$ cat config.mk
export PLATFORM = sky130hd
export DESIGN_NAME = interval_timing_statistics
export DESIGN_NICKNAME = d
export VERILOG_FILES = /design/src/hdl/itstat_pkg.sv /design/src/hdl/itstat_mul.sv /design/src/hdl/itstat_cmpsub.sv /design/src/hdl/interval_timing_statistics.sv
export VERILOG_INCLUDE_DIRS = /design/src /design/src/hdl
export SDC_FILE = /design/constraint.sdc
export NUM_CORES = 2
export LEC_CHECK = 0
export BUFFER_PORTS_ARGS = -buffer_cell sky130_fd_sc_hd__buf_2
export CORE_MARGIN = 1.5
export CORE_UTILIZATION = 28
export DETAILED_ROUTE_END_ITERATION = 10
export PLACE_DENSITY = 0.46
export SYNTH_ARGS = -nofsm -noshare
export SYNTH_HDL_FRONTEND = slang
export SYNTH_SLANG_ARGS = --single-unit
$ cat constraint.sdc
create_clock -name clk -period 11.8 [get_ports clk]
set_input_delay 1.18 -clock clk [delete_from_list [all_inputs] [get_ports clk]]
set_output_delay 1.18 -clock clk [all_outputs]
set_load 0.05 [all_outputs]
$ cat src/hdl/interval_timing_statistics_assert.svh
// Assertion macros used by the interval timing statistics top level.
`ifndef INTERVAL_TIMING_STATISTICS_ASSERT_SVH
`define INTERVAL_TIMING_STATISTICS_ASSERT_SVH

// Same-cycle implication, checked outside reset.
`define ITS_ASSERT_IMPLY(label, clk, rst, cond, prop) \
  label: assert property (@(posedge clk) disable iff (rst) (cond) |-> (prop)) \
    else $error("interval timing statistics: same-cycle check failed");

// Next-cycle implication, checked outside reset.
`define ITS_ASSERT_NEXT(label, clk, rst, cond, prop) \
  label: assert property (@(posedge clk) disable iff (rst) (cond) |=> (prop)) \
    else $error("interval timing statistics: next-cycle check failed");

`endif

$ cat src/hdl/itstat_pkg.sv
// Shared constants and types of the interval timing statistics block.
package itstat_pkg;

  // Default width of the tick counter that is measured
  localparam int ITS_STAMP_WIDTH = 32;

  // Event kinds carried on the input tuser
  localparam logic [1:0] MODE_START = 2'd0;
  localparam logic [1:0] MODE_END   = 2'd1;
  localparam logic [1:0] MODE_CLEAR = 2'd2;

  // Field and bus widths
  localparam int FIELD_W    = 32;
  localparam int WIDE_W     = 64;
  localparam int UNIT_W     = 34;
  localparam int OUT_DATA_W = 168;

  // Iteration counts of the shared compare-subtract unit
  localparam int DIV_STEPS  = 64;
  localparam int ROOT_STEPS = 32;
  localparam int STEP_W     = $clog2(DIV_STEPS);
  localparam logic [STEP_W-1:0] DIV_LAST  = STEP_W'(DIV_STEPS - 1);
  localparam logic [STEP_W-1:0] ROOT_LAST = STEP_W'(ROOT_STEPS - 1);

  // Result of the shared compare-subtract unit
  typedef struct packed {
    logic              ge;
    logic [UNIT_W-1:0] diff;
  } cmpsub_res_t;

endpackage

$ cat src/hdl/itstat_mul.sv
// Registered 32 by 32 multiplier used for squaring a duration and the mean.
module itstat_mul import itstat_pkg::*; (
  input  logic               clk,
  input  logic               en,
  input  logic [FIELD_W-1:0] a,
  input  logic [FIELD_W-1:0] b,
  output logic [WIDE_W-1:0]  prod
);

  // Capture the product when enabled, hold otherwise
  always_ff @(posedge clk) begin
    if (en) begin
      prod <= WIDE_W'(a) * WIDE_W'(b);
    end
  end

endmodule

$ cat src/hdl/itstat_cmpsub.sv
// Shared compare-subtract unit: one step of restoring divide or square root.
module itstat_cmpsub import itstat_pkg::*; (
  input  logic [UNIT_W-1:0] a,
  input  logic [UNIT_W-1:0] b,
  output cmpsub_res_t       res
);

  logic [UNIT_W:0] wide_diff;

  // Borrow out of the subtract tells whether a is below b
  assign wide_diff = {1'b0, a} - {1'b0, b};
  assign res.ge    = ~wide_diff[UNIT_W];
  assign res.diff  = wide_diff[UNIT_W-1:0];

endmodule

$ cat src/hdl/interval_timing_statistics.sv
// Top level of the interval timing statistics block: sequencer and state.
//
//  channel  dir  handshake               payload
//  s_*      in   s_tvalid / s_tready     s_tuser mode, s_tdata timestamp
//  m_*      out  m_tvalid / m_tready     m_tdata count, min, max, mean, stddev, flag
//
// A start, clear or unused event is handled in idle. An end event steps from SQ
// through the two divides and the root to OUT, loads its result there and returns
// to idle, where the input is ready again: the one compare-subtract unit runs 64
// steps for the mean divide, 64 for the mean-square divide and 32 for the root.
// Reset clears all statistics at once; there is no clearing pass. s_tready is high
// only while the sequencer is idle. A result waits in the output register; the next
// event is accepted meanwhile; a further end stalls in OUT until that beat is taken.
module interval_timing_statistics import itstat_pkg::*; #(
  parameter int STAMP_WIDTH = ITS_STAMP_WIDTH
) (
  input  logic                  clk,
  input  logic                  rst,
  input  logic                  s_tvalid,
  output logic                  s_tready,
  input  logic [1:0]            s_tuser,   // [1:0] mode
  input  logic [FIELD_W-1:0]    s_tdata,   // [31:0] timestamp
  output logic                  m_tvalid,
  input  logic                  m_tready,
  // [31:0] event_count, [63:32] min_ticks, [95:64] max_ticks,
  // [127:96] mean_ticks, [159:128] stddev_ticks, [160] squares_saturated
  output logic [OUT_DATA_W-1:0] m_tdata
);

  `include "interval_timing_statistics_assert.svh"

  typedef enum logic [8:0] {
    S_IDLE = 9'b000000001,
    S_SQ   = 9'b000000010,
    S_ACC  = 9'b000000100,
    S_DIV1 = 9'b000001000,
    S_MEAN = 9'b000010000,
    S_DIV2 = 9'b000100000,
    S_VAR  = 9'b001000000,
    S_ROOT = 9'b010000000,
    S_OUT  = 9'b100000000
  } state_t;

  state_t                 state;
  logic [STEP_W-1:0]      step;
  logic [STAMP_WIDTH-1:0] start_stamp;
  logic [FIELD_W-1:0]     interval_count;
  logic [FIELD_W-1:0]     shortest;
  logic [FIELD_W-1:0]     longest;
  logic [WIDE_W-1:0]      tick_total;
  logic [WIDE_W-1:0]      square_total;
  logic                   square_overflow;

  logic [FIELD_W-1:0]     dur;
  logic [WIDE_W-1:0]      dq;
  logic [FIELD_W-1:0]     rem;
  logic [FIELD_W-1:0]     root;
  logic [FIELD_W-1:0]     mean;

  logic [STAMP_WIDTH-1:0] dur_next;
  logic [WIDE_W:0]        tick_sum;
  logic [WIDE_W:0]        square_sum;
  logic [FIELD_W-1:0]     mean_sat;
  logic [WIDE_W-1:0]      var_next;
  logic                   in_beat;
  logic                   out_load;
  logic                   mul_en;
  logic [FIELD_W-1:0]     mul_op;
  logic [WIDE_W-1:0]      prod;
  logic [UNIT_W-1:0]      unit_a;
  logic [UNIT_W-1:0]      unit_b;
  cmpsub_res_t            unit_res;

  assign s_tready = (state == S_IDLE);
  assign in_beat  = s_tvalid && s_tready;
  assign out_load = (state == S_OUT) && (!m_tvalid || m_tready);

  // Elapsed ticks wrap at the counter width
  assign dur_next = s_tdata[STAMP_WIDTH-1:0] - start_stamp;

  // Wide accumulations with carry out for saturation
  assign tick_sum   = {1'b0, tick_total} + {{(WIDE_W + 1 - FIELD_W){1'b0}}, dur};
  assign square_sum = {1'b0, square_total} + {1'b0, prod};

  // Clamp the quotient to the mean field and form the variance
  assign mean_sat = (|dq[WIDE_W-1:FIELD_W]) ? {FIELD_W{1'b1}} : dq[FIELD_W-1:0];
  assign var_next = (dq > prod) ? (dq - prod) : '0;

  // Square the duration, later the mean
  assign mul_en = (state == S_SQ) || (state == S_MEAN);
  assign mul_op = (state == S_MEAN) ? mean_sat : dur;

  itstat_mul u_mul (
    .clk  (clk),
    .en   (mul_en),
    .a    (mul_op),
    .b    (mul_op),
    .prod (prod)
  );

  // Root steps take two radicand bits; divide steps take one dividend bit
  always_comb begin
    if (state == S_ROOT) begin
      unit_a = {rem, dq[WIDE_W-1:WIDE_W-2]};
      unit_b = {root, 2'b01};
    end else begin
      unit_a = {1'b0, rem, dq[WIDE_W-1]};
      unit_b = {{(UNIT_W - FIELD_W){1'b0}}, interval_count};
    end
  end

  itstat_cmpsub u_cmpsub (
    .a   (unit_a),
    .b   (unit_b),
    .res (unit_res)
  );

  // Sequence events and update the statistics
  always_ff @(posedge clk) begin
    if (rst) begin
      state           <= S_IDLE;
      step            <= '0;
      start_stamp     <= '0;
      interval_count  <= '0;
      shortest        <= '0;
      longest         <= '0;
      tick_total      <= '0;
      square_total    <= '0;
      square_overflow <= 1'b0;
    end else begin
      case (state)
        S_IDLE: begin
          if (in_beat) begin
            case (s_tuser)
              MODE_START: begin
                start_stamp <= s_tdata[STAMP_WIDTH-1:0];
              end
              MODE_END: begin
                state <= S_SQ;
              end
              MODE_CLEAR: begin
                start_stamp     <= '0;
                interval_count  <= '0;
                shortest        <= '0;
                longest         <= '0;
                tick_total      <= '0;
                square_total    <= '0;
                square_overflow <= 1'b0;
              end
              default: begin
              end
            endcase
          end
        end
        S_SQ: begin
          tick_total <= tick_sum[WIDE_W] ? {WIDE_W{1'b1}} : tick_sum[WIDE_W-1:0];
          if (interval_count == '0) begin
            shortest <= dur;
            longest  <= dur;
          end else begin
            if (dur < shortest) begin
              shortest <= dur;
            end
            if (dur > longest) begin
              longest <= dur;
            end
          end
          if (interval_count != {FIELD_W{1'b1}}) begin
            interval_count <= interval_count + 1'b1;
          end
          state <= S_ACC;
        end
        S_ACC: begin
          if (square_sum[WIDE_W]) begin
            square_total    <= {WIDE_W{1'b1}};
            square_overflow <= 1'b1;
          end else begin
            square_total <= square_sum[WIDE_W-1:0];
          end
          step  <= DIV_LAST;
          state <= S_DIV1;
        end
        S_DIV1: begin
          if (step == '0) begin
            state <= S_MEAN;
          end else begin
            step <= step - 1'b1;
          end
        end
        S_MEAN: begin
          step  <= DIV_LAST;
          state <= S_DIV2;
        end
        S_DIV2: begin
          if (step == '0) begin
            state <= S_VAR;
          end else begin
            step <= step - 1'b1;
          end
        end
        S_VAR: begin
          step  <= ROOT_LAST;
          state <= S_ROOT;
        end
        S_ROOT: begin
          if (step == '0) begin
            state <= S_OUT;
          end else begin
            step <= step - 1'b1;
          end
        end
        S_OUT: begin
          if (out_load) begin
            state <= S_IDLE;
          end
        end
        default: begin
          state <= S_IDLE;
        end
      endcase
    end
  end

  // Raise valid on a load, drop it once the beat is taken
  always_ff @(posedge clk) begin
    if (rst) begin
      m_tvalid <= 1'b0;
    end else if (out_load) begin
      m_tvalid <= 1'b1;
    end else if (m_tready) begin
      m_tvalid <= 1'b0;
    end
  end

  // Advance the shared datapath registers
  always_ff @(posedge clk) begin
    case (state)
      S_IDLE: begin
        dur <= FIELD_W'(dur_next);
      end
      S_ACC: begin
        dq  <= tick_total;
        rem <= '0;
      end
      S_DIV1, S_DIV2: begin
        rem <= unit_res.ge ? unit_res.diff[FIELD_W-1:0] : unit_a[FIELD_W-1:0];
        dq  <= {dq[WIDE_W-2:0], unit_res.ge};
      end
      S_MEAN: begin
        mean <= mean_sat;
        dq   <= square_total;
        rem  <= '0;
      end
      S_VAR: begin
        dq   <= var_next;
        rem  <= '0;
        root <= '0;
      end
      S_ROOT: begin
        rem  <= unit_res.ge ? unit_res.diff[FIELD_W-1:0] : unit_a[FIELD_W-1:0];
        root <= {root[FIELD_W-2:0], unit_res.ge};
        dq   <= {dq[WIDE_W-3:0], 2'b00};
      end
      default: begin
      end
    endcase
  end

  // Load the result beat
  always_ff @(posedge clk) begin
    if (out_load) begin
      m_tdata <= {{(OUT_DATA_W - 5 * FIELD_W - 1){1'b0}}, square_overflow,
                  root, mean, longest, shortest, interval_count};
    end
  end

  `ITS_ASSERT_NEXT(a_end_starts_sequence, clk, rst, in_beat && (s_tuser == MODE_END), state == S_SQ)
  `ITS_ASSERT_IMPLY(a_divisor_nonzero, clk, rst, (state == S_DIV1) || (state == S_DIV2), interval_count != '0)
  `ITS_ASSERT_IMPLY(a_min_not_above_max, clk, rst, interval_count != '0, shortest <= longest)
  `ITS_ASSERT_IMPLY(a_overflow_means_full, clk, rst, square_overflow, square_total == {WIDE_W{1'b1}})

endmodule
==> metrics.txt <==
final setup margin between 0.5 and 0.6 ns; worst hold path class reg2reg; Hold Vio Cnt, Final 0; Worst path top cell family by delay adder cells; Row Count between 150 and 200; crit path buf inv count 7; worst slack at placement slightly above 0.7 ns; RePlAce Congestion 0.937; Initial Utilization 28.2%; fraction of layout cells with a size suffix above 1 7.53%; clock root cell clkbuf_16; post-CTS setup buffers 0; Final TNS setup 0 ns; Syn. warnings 0; post-DP HPWL 192 mm; fin area roughly 80,000 um2; Final min period between 10 and 15 ns; Clock Sink Count between 600 and 700; port bufs 200; Yosys cell types a little under 100; Skew-Pair Late Insertion Delay roughly 0.73 ns; H-tree Lvls 3; Seq/Total Area, Yosys between 20% and 30%; post-synthesis register bit count between 600 and 700; worst-path maximum fanout 32; TritonRoute pass-1 iters 10; synth top area cells fa_1, edfxtp_1, ha_1; R2R Setup Slk 0.59 ns; area of the mapped netlist ~70,000 um2; global-route wire length before repair approximately 360 mm; CTS Buffer Depth 3; Starting DRT DRC Count between 4,000 and 5,000; IO Pins 208; post-route antenna net violation count 0; slowest stage delay, CP approximately 0.74 ns; routed len/inst between 20 and 25 um; post-synth top area share approximately 23%; vias in the first global route between 50,000 and 60,000; Slowest cell on crit path nor4_1; Fillers approximately 26,000; via/cell ratio 4.99; fin crit share between 90% and 100%; Congestion Overflow GR 0; Num CTS Buffers 79; Reg clk slew, reported paths roughly 0.070 ns; Fmax achieved between 0.08 and 0.09 GHz; Clock Skew 0.0847 ns; GRT Util Overall 19.2%; TritonCTS clock tree built; die height approximately 500 um; Primary FF master, synth edfxtp_1; Post-CTS Resized 0; Synth area leader fa_1; Worst slew margin approximately 25%; CTS Hold Bufs 0; detailed-route via count approximately 55,000; Area growth syn-to-layout 11.6%; Synth Instances 7,592; worst path required time between 10 and 15 ns; CP most frequent cell fa_1; die area between 200,000 and 300,000 um2; final layout net count slightly above 9,000; Avg Cell Area, Syn between 9 and 10 um2; RSZ-0062 raised after global routing false; antenna violations before repair 9; Placed Area between 70,000 and 80,000 um2; Async SR Flop Fraction 0%; measured slew at the worst slew-check pin approximately 1.1 ns; max_cap viols 0; pin count of the biggest net entering global routing 69; crit path DAT about 12 ns; Max Slew Vio Count 0; Total Routed Length 245 mm; Post-synth EDFFs around 420; area of the core around 250,000 um2; DRC viols 0; status finished, final reports clean; critical path launch point type flip-flop; critical path class reg2reg; Die X approximately 500 um; Final setup viols 0; CP Capture Type flip-flop
## worst reg2reg max path: cells and delay by family, from the launching register on
| family | cells | cell delay (ns) |
|---|---|---|
| adders and majority gates | 9 | 4.16 |
| xor gates and xnor gates | 2 | 0.33 |
| and+or+nand+nor | 7 | 1.86 |
| AOI/OAI and AO/OA | 7 | 2.96 |
| DFF | 1 | 0.53 |
| buffers and inverters | 7 | 1.11 |
## sequential cells by signal, summed over array words and instances, names as in the netlist, 6 cells and up
register,count
interval_count,32
root,32
longest,32
dq,64
square_total,64
mean,32
u_mul.prod,63
shortest,32
state,9
tick_total,64
step,6
m_tdata,161
rem,32
start_stamp,32
dur,32
## layout by cell type (no fill, tap or decap), types with 212 or more instances in the layout
master,n
nor2_1,623
dfxtp_1,273
o21ai_0,290
fa_1,796
a21o_1,212
a21oi_1,460
edfxtp_1,416
nand2_1,773
ha_1,580
inv_1,1234
## logic make-up (layout without fill, tap and decap cells)
family | after synthesis | count (layout) | synth area share, %
compound gates | 1527 | 1527 | 14.3
simple gates | 2068 | 2068 | 13.5
xor+xnor | 317 | 317 | 3.99
buf+inv | 1580 | 1753 | 8.63
mux | 34 | 34 | 0.497
flops | 689 | 689 | 25.8
fa+ha+maj | 1376 | 1376 | 33.3
other cells | 1 | 9 | 0.00538
## worst paths after layout
path	depth (start not counted)	to	startpoint
setup / recovery	32	u_mul.prod[54]	dq[63]
setup reg to reg	32	u_mul.prod[54]	dq[63]
hold reg to reg	0	m_tdata[76]	longest[12]
hold / removal	0	m_tdata[76]	longest[12]
## synth_stat cells (100+ instances only)
cell type,n
a21o_1,212
a21oi_1,474
clkbuf_1,260
dfxtp_1,273
edfxtp_1,416
fa_1,796
ha_1,580
inv_1,1234
nand2_1,774
nand3_1,100
nor2_1,626
o21ai_0,290
xnor2_1,181
xor2_1,136
## cell type report
| type | count | area [um2] | area share, % |
|---|---|---|---|
| multi-input cells | 5329 | 45900 | 59.0 |
| flip-flops and latches | 689 | 18000 | 23.1 |
| clock buffers | 104 | 2230 | 2.86 |
| diodes | 2 | 5.00 | 0.00644 |
| well taps | 3312 | 4140 | 5.33 |
| clock inverters | 44 | 634 | 0.816 |
| repair buffers | 361 | 2220 | 2.86 |
| inverters | 1244 | 4670 | 6.01 |
## metrics by stage
step	util (%)	hold WS, ns	instances
floorplan	-	0.400	7598
global placement	30.4	0.406	10935
detailed placement	30.4	0.406	10935
CTS	31.5	0.401	11083
global route	31.5	0.419	11084
finish	31.5	0.411	11085
## per-layer routing
metal	vias to the layer above	share of wire [%]	global-route usage [%]
met5	-	0.0045	0
met2	1605	46	31.5
met4	2	4.2	7.74
met1	27790	45	26.0
li1	25591	-	-
met3	289	4.7	1.75
Power is not shown: default switching activity piles up to over one toggle a cycle in this logic, so the estimate is an artifact.
